<file path="config.mk">
export PLATFORM = sky130hd
export DESIGN_NAME = bitmap_set_count_scan_unit
export DESIGN_NICKNAME = d
export VERILOG_FILES = /design/src/rtl/core/bscs_pkg.sv /design/src/rtl/core/bscs_ctrl.sv /design/src/rtl/core/bscs_dp.sv /design/src/rtl/core/bitmap_set_count_scan_unit.sv
export SDC_FILE = /design/constraint.sdc
export NUM_CORES = 2
export LEC_CHECK = 0
export BUFFER_PORTS_ARGS = -buffer_cell sky130_fd_sc_hd__buf_4
export CORE_UTILIZATION = 30
export CTS_CLUSTER_SIZE = 10
export DETAILED_ROUTE_END_ITERATION = 8
export PLACE_DENSITY = 0.41
export SYNTH_ARGS = -nofsm -noshare
export SYNTH_HDL_FRONTEND = slang
export SYNTH_SLANG_ARGS = --single-unit
</file>
<file path="constraint.sdc">
create_clock -name i_clk -period 23.5 [get_ports i_clk]
set_input_delay 2.35 -clock i_clk [delete_from_list [all_inputs] [get_ports i_clk]]
set_output_delay 2.35 -clock i_clk [all_outputs]
set_load 0.02 [all_outputs]
</file>
<file path="src/rtl/core/bscs_pkg.sv">
`default_nettype none
// ----------------------------------------------------------------------------
// bscs_pkg
// Shared sizes, operation codes and controller/datapath interface types for
// the bitmap set/count/scan unit.
// ----------------------------------------------------------------------------
package bscs_pkg;

    // Store geometry (WORD_BITS must be a power of two)
    localparam int WORD_BITS = 64;
    localparam int NUM_WORDS = 16;
    localparam int CAPACITY  = NUM_WORDS * WORD_BITS;

    // Field widths
    localparam int OP_W  = 3;
    localparam int IDX_W = 10;
    localparam int CFG_W = 11;
    localparam int CNT_OUT_W = 11;

    // Derived widths
    localparam int WB_LOG = $clog2(WORD_BITS);
    localparam int WIDX_W = (NUM_WORDS > 1) ? $clog2(NUM_WORDS) : 1;
    localparam int PC_W   = $clog2(WORD_BITS + 1);
    localparam int CNT_W  = $clog2(CAPACITY + 1);
    localparam int LIM_W  = (CNT_W > CFG_W) ? CNT_W : CFG_W;

    localparam logic [CFG_W-1:0] CFG_RESET = CFG_W'(1024);

    // Operation codes
    localparam logic [OP_W-1:0] OP_WRITE     = 3'd0;
    localparam logic [OP_W-1:0] OP_TEST      = 3'd1;
    localparam logic [OP_W-1:0] OP_CLEAR_ALL = 3'd2;
    localparam logic [OP_W-1:0] OP_COUNT     = 3'd3;
    localparam logic [OP_W-1:0] OP_FIRST_FWD = 3'd4;
    localparam logic [OP_W-1:0] OP_NEXT_FWD  = 3'd5;
    localparam logic [OP_W-1:0] OP_FIRST_REV = 3'd6;
    localparam logic [OP_W-1:0] OP_NEXT_REV  = 3'd7;

    typedef struct packed {
        logic latch;
        logic exec;
        logic walk;
    } t_cmd;

    typedef struct packed {
        logic need_walk;
        logic walk_end;
    } t_stat;

endpackage : bscs_pkg
`default_nettype wire

</file>
<file path="src/rtl/core/bscs_ctrl.sv">
`default_nettype none
// ----------------------------------------------------------------------------
// bscs_ctrl
// Request sequencer: accept, execute, optional word walk, then
// a one-cycle result strobe.
// ----------------------------------------------------------------------------
module bscs_ctrl (
    input  wire logic          i_clk,
    input  wire logic          i_rst_n,
    input  wire logic          start,
    input  wire bscs_pkg::t_stat i_stat,
    output bscs_pkg::t_cmd     o_cmd,
    output logic               busy,
    output logic               o_done
);
    import bscs_pkg::*;

    localparam logic [1:0] S_IDLE = 2'd0;
    localparam logic [1:0] S_EXEC = 2'd1;
    localparam logic [1:0] S_WALK = 2'd2;
    localparam logic [1:0] S_DONE = 2'd3;

    logic [1:0] r_state;
    logic [1:0] n_state;

    always_comb begin
        n_state = r_state;
        unique case (r_state)
            S_IDLE: begin
                if (start) n_state = S_EXEC;
            end
            S_EXEC: begin
                n_state = i_stat.need_walk ? S_WALK : S_DONE;
            end
            S_WALK: begin
                if (i_stat.walk_end) n_state = S_DONE;
            end
            S_DONE: begin
                n_state = S_IDLE;
            end
            default: begin
                n_state = S_IDLE;
            end
        endcase
    end

    always_ff @(posedge i_clk) begin
        if (!i_rst_n) begin
            r_state <= S_IDLE;
        end else begin
            r_state <= n_state;
        end
    end

    assign o_cmd.latch = (r_state == S_IDLE) && start;
    assign o_cmd.exec  = (r_state == S_EXEC);
    assign o_cmd.walk  = (r_state == S_WALK);
    assign busy        = (r_state != S_IDLE);
    assign o_done      = (r_state == S_DONE);

endmodule : bscs_ctrl
`default_nettype wire

</file>
<file path="src/rtl/core/bscs_dp.sv">
`default_nettype none
// ----------------------------------------------------------------------------
// bscs_dp
// Bitmap store, scan state, count accumulator and result formatting.
// ----------------------------------------------------------------------------
module bscs_dp (
    input  wire logic                           i_clk,
    input  wire logic                           i_rst_n,
    input  wire bscs_pkg::t_cmd                 i_cmd,
    output bscs_pkg::t_stat                     o_stat,
    input  wire logic                           i_cfg_we,
    input  wire logic [bscs_pkg::CFG_W-1:0]     i_cfg_wdata,
    input  wire logic [bscs_pkg::OP_W-1:0]      i_operation,
    input  wire logic [bscs_pkg::IDX_W-1:0]     i_bit_index,
    input  wire logic                           i_bit_value,
    output logic                                o_bit_found,
    output logic [bscs_pkg::IDX_W-1:0]          o_found_index,
    output logic [bscs_pkg::CNT_OUT_W-1:0]      o_set_count,
    output logic [bscs_pkg::CNT_OUT_W-1:0]      o_clear_count,
    output logic                                o_status
);
    import bscs_pkg::*;

    localparam logic [WIDX_W-1:0] LAST_WORD = WIDX_W'(NUM_WORDS - 1);
    localparam logic [WIDX_W-1:0] ZERO_WORD = '0;

    function automatic logic [WB_LOG-1:0] low_pos(input logic [WORD_BITS-1:0] v);
        logic [WB_LOG-1:0] p;
        p = '0;
        for (int i = WORD_BITS - 1; i >= 0; i--) begin
            if (v[i]) p = WB_LOG'(i);
        end
        return p;
    endfunction

    function automatic logic [WB_LOG-1:0] high_pos(input logic [WORD_BITS-1:0] v);
        logic [WB_LOG-1:0] p;
        p = '0;
        for (int i = 0; i < WORD_BITS; i++) begin
            if (v[i]) p = WB_LOG'(i);
        end
        return p;
    endfunction

    logic [WORD_BITS-1:0] r_words [NUM_WORDS];

    logic [CFG_W-1:0]     r_bits_in_use;
    logic [OP_W-1:0]      r_op;
    logic [IDX_W-1:0]     r_idx;
    logic                 r_val;
    logic [WIDX_W-1:0]    r_ptr, n_ptr;
    logic [CNT_W-1:0]     r_cnt, n_cnt;
    logic [WIDX_W-1:0]    r_scan_word, n_scan_word;
    logic [WORD_BITS-1:0] r_scan_rem, n_scan_rem;
    logic                 r_found, n_found;
    logic                 r_status, n_status;

    logic [LIM_W-1:0]     lim;
    logic                 idx_ok;
    logic [IDX_W-1:0]     word_full;
    logic [WIDX_W-1:0]    wsel;
    logic [WB_LOG-1:0]    bsel;
    logic [WIDX_W-1:0]    rd_addr;
    logic [WORD_BITS-1:0] rd_word;
    logic                 rd_nz;
    logic                 is_count;
    logic                 is_rev;
    logic                 wr_en;
    logic                 clr_all;
    logic [WORD_BITS-1:0] rem_fwd;
    logic [WORD_BITS-1:0] rem_rev;
    logic [WORD_BITS-1:0] hi_mask;
    logic [WB_LOG-1:0]    pos;
    logic [WIDX_W+WB_LOG-1:0] full_index;
    logic [LIM_W-1:0]     cnt_ext;
    logic [LIM_W-1:0]     clr_val;

    // index check against min(bits_in_use, capacity)
    assign lim = (LIM_W'(r_bits_in_use) > LIM_W'(CAPACITY)) ? LIM_W'(CAPACITY)
                                                            : LIM_W'(r_bits_in_use);
    assign idx_ok    = LIM_W'(r_idx) < lim;
    assign word_full = r_idx >> WB_LOG;
    assign wsel      = WIDX_W'(word_full);
    assign bsel      = WB_LOG'(r_idx);

    assign rd_addr = i_cmd.exec ? wsel : r_ptr;
    assign rd_word = r_words[rd_addr];
    assign rd_nz   = |rd_word;

    assign is_count = (r_op == OP_COUNT);
    assign is_rev   = (r_op == OP_FIRST_REV) || (r_op == OP_NEXT_REV);

    assign wr_en   = i_cmd.exec && (r_op == OP_WRITE) && idx_ok;
    assign clr_all = i_cmd.exec && (r_op == OP_CLEAR_ALL);

    assign rem_fwd = r_scan_rem & (r_scan_rem - WORD_BITS'(1));
    assign hi_mask = WORD_BITS'(1) << high_pos(r_scan_rem);
    assign rem_rev = r_scan_rem & ~hi_mask;

    always_comb begin
        n_ptr       = r_ptr;
        n_cnt       = r_cnt;
        n_scan_word = r_scan_word;
        n_scan_rem  = r_scan_rem;
        n_found     = r_found;
        n_status    = r_status;
        o_stat.need_walk = 1'b0;
        o_stat.walk_end  = 1'b0;

        if (i_cmd.exec) begin
            n_found  = 1'b0;
            n_status = 1'b0;
            unique case (r_op)
                OP_WRITE: begin
                    n_status = !idx_ok;
                end
                OP_TEST: begin
                    n_status = !idx_ok;
                    n_found  = idx_ok && rd_word[bsel];
                end
                OP_CLEAR_ALL: begin
                end
                OP_COUNT: begin
                    n_ptr = ZERO_WORD;
                    n_cnt = '0;
                    o_stat.need_walk = 1'b1;
                end
                OP_FIRST_FWD: begin
                    n_ptr = ZERO_WORD;
                    o_stat.need_walk = 1'b1;
                end
                OP_FIRST_REV: begin
                    n_ptr = LAST_WORD;
                    o_stat.need_walk = 1'b1;
                end
                OP_NEXT_FWD: begin
                    if (r_scan_rem != '0) begin
                        n_scan_rem = rem_fwd;
                        if (rem_fwd == '0 && r_scan_word != LAST_WORD) begin
                            n_ptr = r_scan_word + WIDX_W'(1);
                            o_stat.need_walk = 1'b1;
                        end
                    end
                end
                OP_NEXT_REV: begin
                    if (r_scan_rem != '0) begin
                        n_scan_rem = rem_rev;
                        if (rem_rev == '0 && r_scan_word != ZERO_WORD) begin
                            n_ptr = r_scan_word - WIDX_W'(1);
                            o_stat.need_walk = 1'b1;
                        end
                    end
                end
                default: begin
                end
            endcase
        end

        if (i_cmd.walk) begin
            if (is_count) begin
                n_cnt = r_cnt + CNT_W'($countones(rd_word));
                n_ptr = r_ptr + WIDX_W'(1);
                o_stat.walk_end = (r_ptr == LAST_WORD);
            end else begin
                o_stat.walk_end = rd_nz || (is_rev ? (r_ptr == ZERO_WORD)
                                                   : (r_ptr == LAST_WORD));
                if (rd_nz) begin
                    n_scan_word = r_ptr;
                    n_scan_rem  = rd_word;
                end else if (o_stat.walk_end) begin
                    n_scan_rem = '0;
                end else begin
                    n_ptr = is_rev ? (r_ptr - WIDX_W'(1)) : (r_ptr + WIDX_W'(1));
                end
            end
        end
    end

    always_ff @(posedge i_clk) begin
        if (!i_rst_n) begin
            for (int i = 0; i < NUM_WORDS; i++) r_words[i] <= '0;
        end else if (clr_all) begin
            for (int i = 0; i < NUM_WORDS; i++) r_words[i] <= '0;
        end else if (wr_en) begin
            r_words[wsel][bsel] <= r_val;
        end
    end

    always_ff @(posedge i_clk) begin
        if (!i_rst_n) begin
            r_bits_in_use <= CFG_RESET;
            r_scan_word   <= '0;
            r_scan_rem    <= '0;
        end else begin
            if (i_cfg_we) r_bits_in_use <= i_cfg_wdata;
            r_scan_word <= n_scan_word;
            r_scan_rem  <= n_scan_rem;
        end
    end

    always_ff @(posedge i_clk) begin
        if (i_cmd.latch) begin
            r_op  <= i_operation;
            r_idx <= i_bit_index;
            r_val <= i_bit_value;
        end
        r_ptr    <= n_ptr;
        r_cnt    <= n_cnt;
        r_found  <= n_found;
        r_status <= n_status;
    end

    // result formatting
    assign pos        = is_rev ? high_pos(r_scan_rem) : low_pos(r_scan_rem);
    assign full_index = {r_scan_word, pos};
    assign cnt_ext    = LIM_W'(r_cnt);
    assign clr_val    = (lim > cnt_ext) ? (lim - cnt_ext) : '0;

    always_comb begin
        o_bit_found   = r_found;
        o_found_index = '0;
        o_set_count   = '0;
        o_clear_count = '0;
        o_status      = r_status;
        if (r_op[OP_W-1]) begin
            o_bit_found = |r_scan_rem;
            o_status    = 1'b0;
            if (|r_scan_rem) o_found_index = IDX_W'(full_index);
        end else if (is_count) begin
            o_bit_found   = 1'b0;
            o_status      = 1'b0;
            o_set_count   = CNT_OUT_W'(r_cnt);
            o_clear_count = CNT_OUT_W'(clr_val);
        end
    end

endmodule : bscs_dp
`default_nettype wire

</file>
<file path="src/rtl/core/bitmap_set_count_scan_unit.sv">
`default_nettype none
// ----------------------------------------------------------------------------
// bitmap_set_count_scan_unit
// Bitmap of NUM_WORDS words: bit write/test, clear, population count and
// forward/reverse set-bit scan, one request at a time.
// ----------------------------------------------------------------------------
// Each request is latched and executed; count, and a scan that must find a
// new word, then walk the store one word read at a time (count reads every
// word) before o_done pulses. busy stays high through the o_done cycle, so
// a new request is accepted only once busy is low again.
// The receiver cannot stall. Synchronous reset clears store and scan state.
module bitmap_set_count_scan_unit (
    input  wire logic                          i_clk,
    input  wire logic                          i_rst_n,
    input  wire logic                          i_cfg_we,
    input  wire logic [bscs_pkg::CFG_W-1:0]    i_cfg_wdata,
    input  wire logic                          start,
    output logic                               busy,
    input  wire logic [bscs_pkg::OP_W-1:0]     i_operation,
    input  wire logic [bscs_pkg::IDX_W-1:0]    i_bit_index,
    input  wire logic                          i_bit_value,
    output logic                               o_done,
    output logic                               o_bit_found,
    output logic [bscs_pkg::IDX_W-1:0]         o_found_index,
    output logic [bscs_pkg::CNT_OUT_W-1:0]     o_set_count,
    output logic [bscs_pkg::CNT_OUT_W-1:0]     o_clear_count,
    output logic                               o_status
);
    import bscs_pkg::*;

    t_cmd  cmd;
    t_stat stat;

    bscs_ctrl u_ctrl (
        .i_clk   (i_clk),
        .i_rst_n (i_rst_n),
        .start   (start),
        .i_stat  (stat),
        .o_cmd   (cmd),
        .busy    (busy),
        .o_done  (o_done)
    );

    bscs_dp u_dp (
        .i_clk         (i_clk),
        .i_rst_n       (i_rst_n),
        .i_cmd         (cmd),
        .o_stat        (stat),
        .i_cfg_we      (i_cfg_we),
        .i_cfg_wdata   (i_cfg_wdata),
        .i_operation   (i_operation),
        .i_bit_index   (i_bit_index),
        .i_bit_value   (i_bit_value),
        .o_bit_found   (o_bit_found),
        .o_found_index (o_found_index),
        .o_set_count   (o_set_count),
        .o_clear_count (o_clear_count),
        .o_status      (o_status)
    );

endmodule : bitmap_set_count_scan_unit
`default_nettype wire
</file>
==> summary.md <==
| Metric | Value |
|---|---|
| Total CTS buffers | `146` |
| Die area | `216000 um2` |
| R2r worst-path depth | `37` |
| Final antenna-violating net count | `0` |
| Setup slack, reg-to-reg | `11.86 ns` |
| Fmax | `about 86 MHz` |
| Crit Reg-Reg Startpoint | `u_ctrl.r_state[1]` |
| WP data arrival | `12.32 ns` |
| Initial antenna violation count | `13` |
| Placed cell count | `8561` |
| Core ar. | `213000 um2` |
| Setup TNS | `0 ns` |
| Root Driver | `clkbuf_16` |
| Startpoint types | `register` |
| Drt first pass iters | `9` |
| Cells on Worst Hold Path | `2` |
| Fillcell total | `between 20000 and 25000` |
| Final #Nets | `6096` |
| Clock slew at reported path FFs | `0.05 ns` |
| Area of the multi-input gates | `between 20000 and 30000 um2` |
| Synthesized area | `64300 um2` |
| Synthesized Nets | `between 6000 and 7000` |
| Top_reg_cell synth | `edfxtp_1` |
| Outcome | `complete, but fails checks` |
| EDFF count, synth | `1040` |
| Crit-path slowest cell | `buf_4` |
| CP required | `24.18 ns` |
| Hold Crit Class | `reg2reg` |
| Worst Path Max Fanout | `54` |
| Routed WL | `311000 um` |
| YS warnings | `0` |
| Avg WL per Cell | `approximately 35 um` |
| Initial DRC count | `between 7000 and 8000` |
| Minimum clock period | `11.64 ns` |
| Final setup fails | `0` |
| Die height | `approximately 460 um` |
| Worst-Margin Slew | `1.44 ns` |
| Number of global-route vias before repair | `50464` |
| DP HPWL | `205000 um` |
| Yosys cell types | `93` |
| Tcrit/Tclk final | `0.495` |
| Largest net degree at the start of global routing | `approximately 220` |
| Dpl cell area | `67100 um2` |
| Sequential fraction of the synthesis area | `0.516` |
| Starting Density | `0.302` |
| Hold path endpoint | `u_dp.cnt_ext[5]` |
| Final Cell Area | `71400 um2` |
| Global-route wire length before repair | `approximately 430000 um` |
| Commonest cells after routing, fill and taps aside | `nor2_1 (1148), o21ai_0 (1081), edfxtp_1 (1040), nand2_1 (343), mux4_2 (262)` |
| Critical path's largest stage delay | `0.84 ns` |
| DIE WIDTH | `about 460 um` |
| Avg Cell Area, Syn | `10.4 um2` |
| TritonCTS clock tree | `built` |
| Gr usage total | `0.281` |
| # hold bufs at CTS | `0` |
| FF+latch area | `33200 um2` |
| Via/cell ratio | `5.99` |
| Commonest non-fill, non-tap cell in the layout | `nor2_1` |
| Slew Viols, Final | `0` |
| Clock latency on the worst-skew pair | `~0.81 ns` |
| GP Congestion | `0.932` |
| Drc violations | `32` |
| Syn-to-layout area delta | `11.1%` |
| FF-to-FF End | `u_dp.cnt_ext[10]` |
| Failing checks | `DRC` |
| H-tree Lvls | `4` |
| Top Ports | `65` |
| Async SR Flop Fraction | `0` |
| Max Clock Skew | `around 0.035 ns` |
| Crit end category | `register` |
| Layout cell share with drive strength beyond 1 | `0.116` |
| Worst path most repeated cell | `fa_1` |
| IO Port Bufs | `64` |
| Setup repair bufs after CTS | `0` |
| Max_slew headroom | `0.0337` |
| Row count | `about 170` |
| Crit path kind | `reg2reg` |
| Seq cells post-synth | `1136` |
| Max-Cap Viols | `0` |
| Non-filler cells, final | `between 8000 and 9000` |
| Final hold vios | `0` |
| Post-Syn Instances | `approximately 6200` |
| Hold_sp | `u_dp.cnt_ext[5]` |
| Grt total ovfl | `0` |
| Min Hold Slack | `0.488 ns` |
| RSZ-0062 raised after global routing | `no` |
| Sink Count | `1136` |
| CTS resizes | `0` |
| Bufs on Longest Clock Path | `3` |
| DR vias | `52774` |
## metrics by stage
stage / worst slack [ns] / utilization
6_report: 11.86 / 0.336
3_5_place_dp: 12.02 / 0.316
3_3_place_gp: 12.06 / 0.316
2_1_floorplan: 13.68 / -
4_1_cts: 12.00 / 0.336
5_1_grt: 11.43 / 0.336
## cell families after synthesis
logic type      synth area share
buf+inv                   0.0507
compound gates             0.148
flops                      0.516
xor+xnor                 0.00245
simple gates               0.134
mux                        0.107
fa+ha+maj                 0.0426
## metal layers
| metal | share of wire | track usage |
|---|---|---|
| met1 | 0.43 | 0.395 |
| met2 | 0.44 | 0.417 |
| met3 | 0.090 | 0.0588 |
| met4 | 0.044 | 0.118 |
| met5 | 0 | 0 |
## worst max path at each step
| stage | from | endpoint | slack [ns] | depth (start not counted) |
|---|---|---|---|---|
| final | u_ctrl.r_state[1] | u_dp.cnt_ext[10] | 11.86 | 37 |
| after global routing | u_ctrl.r_state[1] | u_dp.cnt_ext[10] | 11.43 | 38 |
| after CTS | u_ctrl.r_state[1] | u_dp.cnt_ext[10] | 12.00 | 39 |
| after detailed placement | u_ctrl.r_state[1] | u_dp.cnt_ext[10] | 12.02 | 39 |
| after global placement | u_ctrl.r_state[1] | u_dp.cnt_ext[10] | 12.06 | 39 |
| after floorplan | u_ctrl.r_state[1] | u_dp.cnt_ext[10] | 13.68 | 41 |
## synth_stat cells, drive strengths merged, types with 46 or more instances
| master | count | area, um2 |
|---|---|---|
| a211oi | 73 | 553 |
| a21oi | 135 | 676 |
| a32oi | 58 | 508 |
| buf | 87 | 427 |
| clkbuf | 533 | 2000 |
| dfxtp | 96 | 1920 |
| edfxtp | 1040 | 31200 |
| fa | 64 | 1280 |
| ha | 115 | 1440 |
| inv | 221 | 830 |
| mux2i | 94 | 941 |
| mux4 | 262 | 5900 |
| nand2 | 360 | 1350 |
| nand3 | 48 | 240 |
| nor2 | 1155 | 4340 |
| nor2b | 151 | 945 |
| nor3 | 54 | 275 |
| o211ai | 46 | 345 |
| o21ai | 1164 | 5830 |
## critical path: cells and delay by family, from the launching register on
kind / cells / cell delay (ns)
flops: 1 / 0.34
simple gates: 4 / 0.29
fa+ha+maj: 11 / 4.80
mux: 3 / 1.39
compound gates: 9 / 1.83
buf+inv: 10 / 2.71
## layout make-up
cell class	count	share of cell area
well taps	2821	0.0494
clock inverters	50	0.00548
flip-flops and latches	1136	0.464
repair buffers	189	0.0209
inverters	221	0.0116
multi-input cells	4194	0.394
diodes	10	0.000350
clock buffers	189	0.0541
## sequential cells by signal, summed over array words and instances (netlist names), 3 cells and up
register,cells
u_dp.r_bits_in_use,11
u_dp.cnt_ext,11
u_dp.r_scan_word,4
u_dp.r_op,3
u_dp.r_words,1024
u_dp.r_idx,10
u_dp.r_ptr,4
u_dp.r_scan_rem,64
Power is left out: the tool's default activity adds up to more than one toggle a clock period on the data nets, which glitch-free logic cannot reach.
